[src/rtl/drgm_pkg.sv]
package drgm_pkg;

    // grid geometry
    localparam int GRID_WIDTH  = 15;
    localparam int GRID_HEIGHT = 10;
    localparam int POS_W       = 4;
    localparam int TILE_W      = 8;

    localparam logic [POS_W-1:0] COL_MAX   = POS_W'(GRID_WIDTH - 1);
    localparam logic [POS_W-1:0] ROW_MAX   = POS_W'(GRID_HEIGHT - 1);
    localparam logic [POS_W-1:0] COL_RESET = POS_W'(7);
    localparam logic [POS_W-1:0] ROW_RESET = POS_W'(5);

    // timer and remainder unit widths
    localparam int MS_W      = 16;
    localparam int HOLD_W    = 18;
    localparam int DIV_STEPS = HOLD_W;
    localparam int CNT_W     = $clog2(DIV_STEPS);

    // button bits
    localparam int BTN_A     = 0;
    localparam int BTN_B     = 1;
    localparam int BTN_SEL   = 2;
    localparam int BTN_START = 3;
    localparam int BTN_UP    = 4;
    localparam int BTN_DOWN  = 5;
    localparam int BTN_LEFT  = 6;
    localparam int BTN_RIGHT = 7;

    // configuration register reset values
    localparam logic [MS_W-1:0] RUN_PACE_RESET       = 16'd140;
    localparam logic [MS_W-1:0] WALK_PACE_RESET      = 16'd280;
    localparam logic [MS_W-1:0] RUN_DIAG_PACE_RESET  = 16'd196;
    localparam logic [MS_W-1:0] WALK_DIAG_PACE_RESET = 16'd393;
    localparam logic [MS_W-1:0] DEBOUNCE_RESET       = 16'd100;

    typedef enum logic [2:0] {
        REG_RUN_PACE       = 3'd0,
        REG_WALK_PACE      = 3'd1,
        REG_RUN_DIAG_PACE  = 3'd2,
        REG_WALK_DIAG_PACE = 3'd3,
        REG_DEBOUNCE       = 3'd4
    } reg_idx_t;

    typedef enum logic [1:0] {
        KIND_WAIT = 2'd0,
        KIND_FACE = 2'd1,
        KIND_STEP = 2'd2
    } kind_t;

    typedef enum logic [2:0] {
        S_IDLE,
        S_FIRST,
        S_DEB_CHK,
        S_PACE_CHK,
        S_DIV,
        S_MOVE,
        S_OUT
    } state_t;

    typedef struct packed {
        logic busy;
        logic done;
    } rem_status_t;

    function automatic logic [MS_W-1:0] nonzero16(input logic [MS_W-1:0] v);
        return (v == '0) ? MS_W'(1) : v;
    endfunction

endpackage

[src/rtl/dpad_repeat_grid_mover.sv]
// d-pad auto-repeat grid mover
//
// input channel (in_valid / in_stall): one item per frame, an 8-bit button
// word and the milliseconds since the previous frame. output channel
// (out_valid / out_stall): exactly one result item per input item, in order:
// move kind (wait, face, step), the tile index of the position after the
// frame, a redraw flag and a line-mode select.
// configuration: apb-style port, five 16-bit registers at byte addresses
// 0, 4, 8, 12, 16 (run, walk, diagonal run, diagonal walk pace, debounce).
// sequencing: a sequencer drives one shared add/compare and an 18-step
// restoring remainder unit (one quotient bit per cycle). the result is
// loaded into the output register in S_OUT, after S_FIRST, the debounce and
// pace checks as needed, S_DIV when the hold timer has to be reduced modulo
// the pace or debounce time, and S_MOVE; in_stall is high until the sequencer
// is back in S_IDLE, so a new item is taken only once the last is through it.
// stall: the result sits in an output register; a new item is accepted
// while it waits, and the sequencer holds its last state until the output
// register is free.
// reset: rst_n (async, active low) clears the hold timer and flags, puts the
// position at column 7 row 5 and loads the register reset values.
module dpad_repeat_grid_mover (
    input  logic                        clk,
    input  logic                        rst_n,
    // input item channel
    input  logic                        in_valid,
    output logic                        in_stall,
    input  logic [7:0]                  buttons,
    input  logic [drgm_pkg::MS_W-1:0]   frame_ms,
    // result item channel
    output logic                        out_valid,
    input  logic                        out_stall,
    output logic [1:0]                  move_kind,
    output logic [drgm_pkg::TILE_W-1:0] tile_index,
    output logic                        redraw,
    output logic                        line_mode,
    // configuration port
    input  logic                        psel,
    input  logic                        penable,
    input  logic                        pwrite,
    input  logic [4:0]                  paddr,
    input  logic [31:0]                 pwdata,
    output logic [31:0]                 prdata,
    output logic                        pready
);
    import drgm_pkg::*;

    // ------------------------------------------------------------------
    // configuration registers
    // ------------------------------------------------------------------
    logic [MS_W-1:0] run_pace_reg;
    logic [MS_W-1:0] walk_pace_reg;
    logic [MS_W-1:0] run_diag_pace_reg;
    logic [MS_W-1:0] walk_diag_pace_reg;
    logic [MS_W-1:0] debounce_reg;

    logic     cfg_wr;
    reg_idx_t cfg_idx;

    assign pready  = 1'b1;
    assign cfg_wr  = psel && penable && pwrite;
    assign cfg_idx = reg_idx_t'(paddr[4:2]);

    always_ff @(posedge clk or negedge rst_n)
    begin
        if (!rst_n)
        begin
            run_pace_reg       <= RUN_PACE_RESET;
            walk_pace_reg      <= WALK_PACE_RESET;
            run_diag_pace_reg  <= RUN_DIAG_PACE_RESET;
            walk_diag_pace_reg <= WALK_DIAG_PACE_RESET;
            debounce_reg       <= DEBOUNCE_RESET;
        end
        else if (cfg_wr)
        begin
            unique case (cfg_idx)
                REG_RUN_PACE:       run_pace_reg       <= pwdata[MS_W-1:0];
                REG_WALK_PACE:      walk_pace_reg      <= pwdata[MS_W-1:0];
                REG_RUN_DIAG_PACE:  run_diag_pace_reg  <= pwdata[MS_W-1:0];
                REG_WALK_DIAG_PACE: walk_diag_pace_reg <= pwdata[MS_W-1:0];
                REG_DEBOUNCE:       debounce_reg       <= pwdata[MS_W-1:0];
                default:            ; // unmapped addresses ignore writes
            endcase
        end
    end

    always_comb
    begin
        unique case (cfg_idx)
            REG_RUN_PACE:       prdata = {16'd0, run_pace_reg};
            REG_WALK_PACE:      prdata = {16'd0, walk_pace_reg};
            REG_RUN_DIAG_PACE:  prdata = {16'd0, run_diag_pace_reg};
            REG_WALK_DIAG_PACE: prdata = {16'd0, walk_diag_pace_reg};
            REG_DEBOUNCE:       prdata = {16'd0, debounce_reg};
            default:            prdata = '0;
        endcase
    end

    // ------------------------------------------------------------------
    // sequencer and datapath registers
    // ------------------------------------------------------------------
    state_t            state_reg, state_next;
    logic [7:0]        btn_reg, btn_next;          // buttons of the item at work
    logic [MS_W-1:0]   dt_reg, dt_next;
    logic [MS_W-1:0]   pace_reg, pace_next;        // pace picked at accept, never 0
    logic              diff_reg, diff_next;        // any button changed
    logic [7:0]        prev_btn_reg, prev_btn_next;
    logic [HOLD_W-1:0] hold_reg, hold_next;
    logic              deb_flag_reg, deb_flag_next;
    logic [POS_W-1:0]  col_reg, col_next;
    logic [POS_W-1:0]  row_reg, row_next;
    kind_t             kind_reg, kind_next;
    logic              moved_reg, moved_next;

    // output register
    logic              out_valid_reg, out_valid_next;
    kind_t             o_kind_reg, o_kind_next;
    logic [TILE_W-1:0] o_tile_reg, o_tile_next;
    logic              o_redraw_reg, o_redraw_next;
    logic              o_line_reg, o_line_next;

    // remainder unit
    logic              div_start;
    rem_status_t       div_status;
    logic [MS_W-1:0]   div_rem;

    // shared add/compare unit
    logic [HOLD_W-1:0] hold_sum;
    logic [MS_W-1:0]   deb_eff;
    logic [MS_W-1:0]   cmp_val;
    logic              hold_ge;

    logic              in_acc;
    logic              out_free;
    logic [3:0]        dirs;
    logic              diag;
    logic [MS_W-1:0]   pace_sel;

    // moves of one step, applied up, down, left, right
    logic [POS_W-1:0]  step_row;
    logic [POS_W-1:0]  step_col;
    logic              step_moved;
    logic              redraw_now;

    assign in_acc   = in_valid && !in_stall;
    assign out_free = !out_valid_reg || !out_stall;
    assign in_stall = (state_reg != S_IDLE);

    assign deb_eff  = nonzero16(debounce_reg);
    assign cmp_val  = (state_reg == S_DEB_CHK) ? deb_eff : pace_reg;
    assign hold_sum = hold_reg + {{(HOLD_W-MS_W){1'b0}}, dt_reg};
    assign hold_ge  = (hold_reg >= {{(HOLD_W-MS_W){1'b0}}, cmp_val});

    // diagonal means exactly one vertical and one horizontal direction
    assign dirs = buttons[BTN_RIGHT:BTN_UP];
    always_comb
    begin
        unique case (dirs)
            4'b1001, 4'b0101, 4'b1010, 4'b0110: diag = 1'b1;
            default:                            diag = 1'b0;
        endcase
    end

    always_comb
    begin
        if (diag)
        begin
            pace_sel = buttons[BTN_B] ? run_diag_pace_reg : walk_diag_pace_reg;
        end
        else
        begin
            pace_sel = buttons[BTN_B] ? run_pace_reg : walk_pace_reg;
        end
    end

    always_comb
    begin
        step_row   = row_reg;
        step_col   = col_reg;
        step_moved = 1'b0;
        if (btn_reg[BTN_UP] && (step_row != '0))
        begin
            step_row   = step_row - POS_W'(1);
            step_moved = 1'b1;
        end
        if (btn_reg[BTN_DOWN] && (step_row < ROW_MAX))
        begin
            step_row   = step_row + POS_W'(1);
            step_moved = 1'b1;
        end
        if (btn_reg[BTN_LEFT] && (step_col != '0))
        begin
            step_col   = step_col - POS_W'(1);
            step_moved = 1'b1;
        end
        if (btn_reg[BTN_RIGHT] && (step_col < COL_MAX))
        begin
            step_col   = step_col + POS_W'(1);
            step_moved = 1'b1;
        end
    end

    assign redraw_now = moved_reg || diff_reg;

    // next state
    always_comb
    begin
        state_next = state_reg;
        unique case (state_reg)
            S_IDLE:
            begin
                if (in_valid)
                begin
                    state_next = S_FIRST;
                end
            end
            S_FIRST:
            begin
                if (btn_reg[BTN_RIGHT:BTN_UP] == '0)
                begin
                    state_next = S_MOVE;
                end
                else if (!deb_flag_reg && (hold_reg == '0))
                begin
                    state_next = S_MOVE;
                end
                else
                begin
                    state_next = deb_flag_reg ? S_PACE_CHK : S_DEB_CHK;
                end
            end
            S_DEB_CHK:
            begin
                state_next = hold_ge ? S_DIV : S_PACE_CHK;
            end
            S_PACE_CHK:
            begin
                state_next = hold_ge ? S_DIV : S_MOVE;
            end
            S_DIV:
            begin
                if (div_status.done)
                begin
                    state_next = S_MOVE;
                end
            end
            S_MOVE:
            begin
                state_next = S_OUT;
            end
            S_OUT:
            begin
                if (out_free)
                begin
                    state_next = S_IDLE;
                end
            end
            default:
            begin
                state_next = S_IDLE;
            end
        endcase
    end

    // datapath updates per state
    always_comb
    begin
        btn_next       = btn_reg;
        dt_next        = dt_reg;
        pace_next      = pace_reg;
        diff_next      = diff_reg;
        prev_btn_next  = prev_btn_reg;
        hold_next      = hold_reg;
        deb_flag_next  = deb_flag_reg;
        col_next       = col_reg;
        row_next       = row_reg;
        kind_next      = kind_reg;
        moved_next     = moved_reg;
        out_valid_next = out_valid_reg && out_stall;
        o_kind_next    = o_kind_reg;
        o_tile_next    = o_tile_reg;
        o_redraw_next  = o_redraw_reg;
        o_line_next    = o_line_reg;
        div_start      = 1'b0;

        unique case (state_reg)
            S_IDLE:
            begin
                if (in_acc)
                begin
                    btn_next      = buttons;
                    dt_next       = frame_ms;
                    pace_next     = nonzero16(pace_sel);
                    diff_next     = (prev_btn_reg != buttons);
                    prev_btn_next = buttons;
                    kind_next     = KIND_WAIT;
                    moved_next    = 1'b0;
                end
            end
            S_FIRST:
            begin
                if (btn_reg[BTN_RIGHT:BTN_UP] == '0)
                begin
                    // no direction held: timer and debounce start over
                    hold_next     = '0;
                    deb_flag_next = 1'b0;
                end
                else if (!deb_flag_reg && (hold_reg == '0))
                begin
                    // first press only turns to face
                    hold_next = {{(HOLD_W-MS_W){1'b0}}, dt_reg};
                    kind_next = KIND_FACE;
                end
                else
                begin
                    hold_next = hold_sum;
                end
            end
            S_DEB_CHK:
            begin
                if (hold_ge)
                begin
                    deb_flag_next = 1'b1;
                    kind_next     = KIND_STEP;
                    div_start     = 1'b1;
                end
                else
                begin
                    // debounce not yet reached: the timer advances again
                    hold_next = hold_sum;
                end
            end
            S_PACE_CHK:
            begin
                if (hold_ge)
                begin
                    kind_next = KIND_STEP;
                    div_start = 1'b1;
                end
            end
            S_DIV:
            begin
                if (div_status.done)
                begin
                    hold_next = {{(HOLD_W-MS_W){1'b0}}, div_rem};
                end
            end
            S_MOVE:
            begin
                if (kind_reg == KIND_STEP)
                begin
                    row_next   = step_row;
                    col_next   = step_col;
                    moved_next = step_moved;
                end
            end
            S_OUT:
            begin
                if (out_free)
                begin
                    out_valid_next = 1'b1;
                    o_kind_next    = kind_reg;
                    o_tile_next    = TILE_W'({4'd0, row_reg} * TILE_W'(GRID_WIDTH))
                                   + {{(TILE_W-POS_W){1'b0}}, col_reg};
                    o_redraw_next  = redraw_now;
                    o_line_next    = redraw_now && (btn_reg[BTN_A] || btn_reg[BTN_SEL]
                                                    || btn_reg[BTN_START]);
                end
            end
            default:
            begin
            end
        endcase
    end

    always_ff @(posedge clk or negedge rst_n)
    begin
        if (!rst_n)
        begin
            state_reg     <= S_IDLE;
            prev_btn_reg  <= '0;
            hold_reg      <= '0;
            deb_flag_reg  <= 1'b0;
            col_reg       <= COL_RESET;
            row_reg       <= ROW_RESET;
            kind_reg      <= KIND_WAIT;
            out_valid_reg <= 1'b0;
        end
        else
        begin
            state_reg     <= state_next;
            prev_btn_reg  <= prev_btn_next;
            hold_reg      <= hold_next;
            deb_flag_reg  <= deb_flag_next;
            col_reg       <= col_next;
            row_reg       <= row_next;
            kind_reg      <= kind_next;
            out_valid_reg <= out_valid_next;
        end
    end

    always_ff @(posedge clk)
    begin
        btn_reg      <= btn_next;
        dt_reg       <= dt_next;
        pace_reg     <= pace_next;
        diff_reg     <= diff_next;
        moved_reg    <= moved_next;
        o_kind_reg   <= o_kind_next;
        o_tile_reg   <= o_tile_next;
        o_redraw_reg <= o_redraw_next;
        o_line_reg   <= o_line_next;
    end

    // serial remainder of the hold timer by pace or debounce time
    drgm_rem u_rem (
        .clk       (clk),
        .rst_n     (rst_n),
        .start     (div_start),
        .dividend  (hold_reg),
        .divisor   (cmp_val),
        .status    (div_status),
        .remainder (div_rem)
    );

    assign out_valid  = out_valid_reg;
    assign move_kind  = o_kind_reg;
    assign tile_index = o_tile_reg;
    assign redraw     = o_redraw_reg;
    assign line_mode  = o_line_reg;

    // ------------------------------------------------------------------
    // assertions
    // ------------------------------------------------------------------
    // the hold timer never needs its top bit: a second add only follows a sum below 2^16
    a_hold_range: assert property (@(posedge clk) disable iff (!rst_n)
        !hold_reg[HOLD_W-1])
        else $error("hold timer out of range");

    // the remainder unit is only started when idle
    a_div_start_idle: assert property (@(posedge clk) disable iff (!rst_n)
        div_start |-> !div_status.busy)
        else $error("remainder unit restarted while busy");

    // while waiting on the remainder, the unit is working or finishing
    a_div_active: assert property (@(posedge clk) disable iff (!rst_n)
        (state_reg == S_DIV) |-> (div_status.busy || div_status.done))
        else $error("waiting on an idle remainder unit");

    // a step is only taken with a direction held
    a_step_dirs: assert property (@(posedge clk) disable iff (!rst_n)
        ((state_reg == S_MOVE) && (kind_reg == KIND_STEP))
            |-> (btn_reg[BTN_RIGHT:BTN_UP] != '0))
        else $error("step without a direction held");

endmodule

[src/rtl/drgm_rem.sv]
module drgm_rem (
    input  logic                          clk,
    input  logic                          rst_n,
    input  logic                          start,
    input  logic [drgm_pkg::HOLD_W-1:0]   dividend,
    input  logic [drgm_pkg::MS_W-1:0]     divisor,
    output drgm_pkg::rem_status_t         status,
    output logic [drgm_pkg::MS_W-1:0]     remainder
);
    import drgm_pkg::*;

    logic              busy_reg, busy_next;
    logic              done_reg, done_next;
    logic [CNT_W-1:0]  cnt_reg, cnt_next;
    logic [HOLD_W-1:0] dvd_reg, dvd_next;
    logic [MS_W-1:0]   dsr_reg, dsr_next;
    logic [MS_W-1:0]   rem_reg, rem_next;

    // one restoring step: bring down the next dividend bit, subtract if it fits
    logic [MS_W:0] trial;
    logic [MS_W:0] trial_sub;
    logic          fits;

    assign trial     = {rem_reg, dvd_reg[HOLD_W-1]};
    assign trial_sub = trial - {1'b0, dsr_reg};
    assign fits      = (trial >= {1'b0, dsr_reg});

    always_comb
    begin
        busy_next = busy_reg;
        done_next = 1'b0;
        cnt_next  = cnt_reg;
        dvd_next  = dvd_reg;
        dsr_next  = dsr_reg;
        rem_next  = rem_reg;
        if (start)
        begin
            busy_next = 1'b1;
            cnt_next  = CNT_W'(DIV_STEPS - 1);
            dvd_next  = dividend;
            dsr_next  = divisor;
            rem_next  = '0;
        end
        else if (busy_reg)
        begin
            rem_next = fits ? trial_sub[MS_W-1:0] : trial[MS_W-1:0];
            dvd_next = {dvd_reg[HOLD_W-2:0], 1'b0};
            if (cnt_reg == '0)
            begin
                busy_next = 1'b0;
                done_next = 1'b1;
            end
            else
            begin
                cnt_next = cnt_reg - CNT_W'(1);
            end
        end
    end

    always_ff @(posedge clk or negedge rst_n)
    begin
        if (!rst_n)
        begin
            busy_reg <= 1'b0;
            done_reg <= 1'b0;
            cnt_reg  <= '0;
        end
        else
        begin
            busy_reg <= busy_next;
            done_reg <= done_next;
            cnt_reg  <= cnt_next;
        end
    end

    always_ff @(posedge clk)
    begin
        dvd_reg <= dvd_next;
        dsr_reg <= dsr_next;
        rem_reg <= rem_next;
    end

    assign status.busy = busy_reg;
    assign status.done = done_reg;
    assign remainder   = rem_reg;

endmodule
[config.mk]
export PLATFORM = sky130hd
export DESIGN_NAME = dpad_repeat_grid_mover
export DESIGN_NICKNAME = d
export VERILOG_FILES = /design/src/rtl/drgm_pkg.sv /design/src/rtl/dpad_repeat_grid_mover.sv /design/src/rtl/drgm_rem.sv
export SDC_FILE = /design/constraint.sdc
export NUM_CORES = 1
export LEC_CHECK = 0
export BUFFER_PORTS_ARGS = -buffer_cell sky130_fd_sc_hd__buf_2
export CAP_MARGIN = 30
export CORE_ASPECT_RATIO = 1.75
export CORE_MARGIN = 4
export CORE_UTILIZATION = 46
export DETAILED_ROUTE_END_ITERATION = 12
export GPL_ROUTABILITY_DRIVEN = 0
export HOLD_SLACK_MARGIN = 0.03
export PLACE_DENSITY = 0.72
export SLEW_MARGIN = 20
export SYNTH_ARGS = -nofsm -noshare
export SYNTH_HDL_FRONTEND = slang
export SYNTH_SLANG_ARGS = --single-unit
[constraint.sdc]
create_clock -name clk -period 4.63 [get_ports clk]
set_input_delay 0.6945 -clock clk [delete_from_list [all_inputs] [get_ports clk]]
set_output_delay 0.6945 -clock clk [all_outputs]
set_load 0.02 [all_outputs]
# == Word level (Yosys, flattened, before mapping) ==
# Cells that the tools add are included.
# op_classes
n_addsub,8
n_mul,1
magnitude_cmp,4
eq_ne,28
muxes,56
n_reduce_logical,49
# ops
cell,n
$mux 18,6
$mux 16,6
$pmux 16 s5,1
$pmux 18 s3,1
$logic_not 16->1,2
$mux 1,21
$pmux 3 s7,1
$ne 2x2->1 const B,10
$add 18x16->18,1
$ge 18x16->1,1
$logic_not 18->1,1
$mux 3,6
$reduce_and 2->1,9
$ge 17x16->1,1
$mux 4,4
$sub 16x16->16,1
$mux 5,3
$eq 3x2->1 const B,4
$eq 3x3->1 const B,4
$reduce_and 3->1,4
$logic_and 1x1->1,10
$reduce_bool 3->1,3
$add 4x1->4 const B,2
$add 8x4->8,1
23 further kinds,43
# totals
ff_bits,232
inputBits,68
out_inout_bits,47
elab_cells,174

# == Longest topological paths before layout ==
# depth
depth_word,10
mapped_depth,19

# == By module ==
# A second synthesis with hierarchy kept.
# unflattened
cells_unflattened,1202
hier_area_um2,13631.8
# by_module_without_submodules
mod,n_inst,cells_each,area_each_um2,seq_area_each_um2
dpad_repeat_grid_mover,1,909,10472.5,4645.7
drgm_rem,1,293,3159.3,1516.5

# == Worst setup path before layout ==
# No wires, ideal clock.
# synth_timing
path_kind,reg2reg
from,register state_reg[2]
to,register u_rem.dsr_reg[0] (enable)
setup_ns,0.387
t_arrival_ns,4.058
required_ns,4.243
path_slack_ns,0.185
stages_incl_launch_ff,16
period_less_slack_ns,4.445
path_cell_list,dfrtp_1 -> clkbuf_1 -> nand2b_1 -> nor2_1 -> buf_1 -> clkbuf_1 -> mux2i_1 -> ha_1 -> nand4_1 -> or3_1 -> nor3_1 -> o21ai_4 -> or2_1 -> buf_4 -> inv_2 -> clkbuf_1
# synth_via
elab_chain_cells,5
# synth_lines
item,line,text
"start, declared",dpad_repeat_grid_mover.sv:101,"state_t state_reg, state_next;"
"start signal, assigned",dpad_repeat_grid_mover.sv:390,state_reg <= state_next;
$eq 3x2->1,"dpad_repeat_grid_mover.sv:149, dpad_repeat_grid_mover.sv:285",
$mux 16,dpad_repeat_grid_mover.sv:149,assign cmp_val = (state_reg == S_DEB_CHK) ? deb_eff : pace_reg;
$ge 18x16->1,dpad_repeat_grid_mover.sv:151,"assign hold_ge = (hold_reg >= {{(HOLD_W-MS_W){1'b0}}, cmp_val});"
$mux 1,"dpad_repeat_grid_mover.sv:320, dpad_repeat_grid_mover.sv:334",
$mux 1 (*),--,
named net div_start,dpad_repeat_grid_mover.sv:122,logic div_start;
"end signal, assigned",drgm_rem.sv:79,dsr_reg <= dsr_next;
"end, declared",drgm_rem.sv:16,"logic [MS_W-1:0] dsr_reg, dsr_next;"
# The timed path passes the listed nets; every way through them passes the cells marked *.
# A chain may end at the register's enable or synchronous reset.

# == Worst setup path in the final report ==
# layout_timing
from,register state_reg[2]
to,register u_rem.dvd_reg[9] (data pin)
# layout_via
elab_chain_cells,6
# layout_lines
item,line,text
$eq 3x2->1,dpad_repeat_grid_mover.sv:149,
$mux 16,dpad_repeat_grid_mover.sv:149,
named net cmp_val[11],dpad_repeat_grid_mover.sv:129,logic [MS_W-1:0] cmp_val;
$ge 18x16->1,dpad_repeat_grid_mover.sv:151,
$mux 1,"dpad_repeat_grid_mover.sv:320, dpad_repeat_grid_mover.sv:334",
$mux 1,--,
$mux 18,drgm_rem.sv:36,if (start)
named net u_rem.dvd_next[9],drgm_rem.sv:15,"logic [HOLD_W-1:0] dvd_reg, dvd_next;"
"end signal, assigned",drgm_rem.sv:78,dvd_reg <= dvd_next;
"end, declared",drgm_rem.sv:15,
# The timed path passes the listed nets, and every way through them passes these cells.

==> results by group <==
Die
  – DIE WIDTH: 136 µm
  – Core Footprint: 28000 µm²
  – Starting Density: approximately 47%
  – DIE HEIGHT: 231 µm
  – Row count: between 80 and 90
  – Die Area: about 31000 µm²
  – I/O pin cnt: 115

Finish
  – Final #Nets: between 1000 and 1500
  – # fillers: 2478
  – Final core area utilization: 52.7%
  – Layout cells sized above 1: 24.5%
  – Area delta synth->final: 12.6%

Setup path
  – CP max stage cell: or4b_4
  – Cells along the critical path: nand2b_1 > nor2_2 > buf_4 > mux2_2 > inv_1 > ha_1 > a21oi_1 > nor2b_1 > o21ai_0 > or4b_4 > o21ai_4 > or2_1 > inv_2 > buf_4 > nand2_1 > nand2_1
  – Bufs and invs on worst path: 4
  – Setup crit end kind: flop
  – CP startpoint: state_reg[2]
  – Reg-to-reg startpoint: state_reg[2]
  – Top Family by Delay on Critical Path: simple AND/OR/NAND/NOR gates
  – WP data arrival: between 4000 and 5000 ps
  – CP max stage delay: 510 ps
  – Critical path type: reg2reg
  – Worst EP required: a little under 5000 ps
  – Critical path peak fanout: 36
  – Critical path launch point type: flop

Timing
  – Setup TNS: 0 ps
  – Clock Skews: between 40 and 50 ps
  – Final count of negative-setup-slack endpoints: 0
  – Min Tclk post-route: 3960 ps
  – Slew margin rel.: 35.0%
  – FMAX: around 0.25 GHz
  – Worst-Margin Slew: 974 ps
  – RSZ-0062 raised after global routing: no
  – Final Slew Violations: 0
  – Worst Hold Slack: ~230 ps
  – Final Hold Vio Count: 0
  – Fin crit share: 85.5%

Outcome
  – Status: finished clean

Route
  – Post-DRT Antenna Nets: 0
  – Top Layer Used: met4
  – Routed WL: between 30000 and 40000 µm
  – M1 wire length: between 10000 and 15000 µm
  – Wire per inst: roughly 19 µm
  – Vias: 9424
  – Vias/cell: 5.78
  – Met3 routed WL: 1290 µm
  – DRC Markers: 0
  – Initial DRC count: 512
  – DR pass1 iterations: 5
  – Met2 routed WL: around 17000 µm

Clock tree
  – Setup bufs post-CTS: 0
  – Clock transition at path regs: around 60 ps
  – TritonCTS clock tree: built
  – Clock sink count: ~230
  – Cts hold-fix bufs: 0
  – Clock Tree Buf Depth: 3
  – Skew-Pair Late Insertion Delay: between 500 and 600 ps
  – PostCTS Resize Cnt: 0
  – H-tree levels: 1
  – CTS buffer count: 23
  – Clock Tree Root: clkbuf_16

Synth
  – Mapped Cells: 1159
  – Post-synth EDFFs: 87
  – YS warnings: 0
  – Syn Area/Cell: approximately 11 µm²
  – Top-count cell post-synth: mux2_2
  – Synthesized area: around 13000 µm²
  – Synth area leader: dfrtp_1
  – Post-synthesis sequential area ratio: 47.1%
  – Top-area cell type share of the netlist area: 20.5%
  – Post-synth cell types: between 70 and 80
  – Synth Flop Type: dfrtp_1
  – Most frequent cells after synthesis: 110 x mux2_2, 107 x dfrtp_1, 105 x nand2_1, 87 x edfxtp_1, 75 x ha_1
  – FFs w/ async S/R, synth: a little under three fifths
  – Largest cells by area after synthesis: dfrtp_1 20%, edfxtp_1 20%, mux2_2 9.5%
  – Seq cells post-synth: 231

GRT
  – Initial antenna violation count: 1
  – First-pass GRT wire length: 50600 µm
  – All-Layer GR Usage: 20.2%
  – Gr ovfl total: 0
  – Largest net degree at the start of global routing: 129
  – Number of global-route vias before repair: between 9000 and 10000

Power
  – Leak pwr: around 6.3 nW
  – Peak supply drop: about 0.32 mV
  – P per Cell Area: about 720 nW/µm²

Placed design
  – IO Port Bufs: 79
  – DP HPWL: ~23000 µm

Job
  – Max Cap Viol: 0

Worst hold path
  – Worst min path class: in2async
[stage by stage]
step	cells	area, µm²	total power [W]	worst slack [ps]
finish	1631	14700	0.0107	673
global placement	1585	13900	0.00853	735
detailed placement	1587	13900	0.00876	639
floorplan	1174	13100	0.00739	185
global route	1631	14700	0.0115	248
CTS	1629	14700	0.0107	623
[cell families (layout without fill, tap and decap cells)]
group           Yosys count  after routing  synth area share [%]
simple gates            259            259                  9.51
compound gates          251            251                  12.9
flops                   231            231                  47.1
mux                     150            150                  14.0
buf+inv                 129            212                  4.29
fa+ha+maj                84             84                  8.54
xor+xnor                 53             53                  3.55
other cells               2             18                0.0574
[where the power goes]
group	switching [W]	internal [W]
Clock	0.000840	0.00109
Sequential	0.000551	0.00300
Combinational	0.00292	0.00228
Total	0.00431	0.00637
[worst paths after layout]
kind	to	slack [ps]	cells after the start
max	u_rem.dvd_reg[9]	670	16
min	prev_btn_reg[2]	230	2
max reg2reg	u_rem.dvd_reg[9]	670	16
min reg2reg	move_kind[0]	510	0
max in group asynchronous	hold_reg[8]	3810	2
min in group clk	dt_reg[12]	310	1
[worst reg2reg max path: cells and delay by family, from the launching register on]
kind / cells / cell delay [ps]
DFF: 1 / 380
adders and majority gates: 1 / 240
buffers and inverters: 4 / 740
and+or+nand+nor: 7 / 1280
muxes: 1 / 440
AOI/OAI and AO/OA: 3 / 670
[placed cells by master (no fill, tap or decap), drive strengths merged, types with 5 or more instances in the layout]
cell type / netlist / routed
ha: 75 / 75
nand3: 14 / 14
xnor2: 29 / 29
dfxtp: 16 / 16
a222oi: 12 / 12
dfrtp: 107 / 107
a211oi: 6 / 6
xor2: 24 / 24
o21a: 15 / 15
nor2b: 13 / 13
mux2: 110 / 110
nor4: 18 / 18
mux4: 16 / 16
nor2: 46 / 46
o31ai: 5 / 5
dfstp: 21 / 21
nand2: 105 / 105
a22oi: 34 / 34
fa: 9 / 9
mux2i: 24 / 24
o22ai: 19 / 19
a21o: 12 / 12
o21ai: 48 / 48
buf: 29 / 104
nand2b: 9 / 9
nor3: 18 / 18
a21oi: 54 / 54
conb: 2 / 17
clkinv: 1 / 5
edfxtp: 87 / 87
inv: 65 / 67
nand4: 7 / 7
clkbuf: 34 / 33
[metal layers]
metal  global-route usage, %  vias to the layer above
met5                       0                        -
met4                    8.51                        0
met3                    2.04                       71
met2                    38.7                      250
met1                    22.1                     4681
li1                        -                     4422
[layout make-up]
| type | count | area, µm² | share of cell area, % |
|---|---|---|---|
| multi-input cells | 814 | 6460 | 43.8 |
| flip-flops and latches | 231 | 6160 | 41.8 |
| diodes | 1 | 2.50 | 0.0170 |
| clock buffers | 33 | 716 | 4.85 |
| repair buffers | 104 | 622 | 4.22 |
| well taps | 373 | 467 | 3.17 |
| inverters | 66 | 248 | 1.68 |
| clock inverters | 9 | 67.6 | 0.458 |
Note: power is estimated with default switching activity, not from simulation.
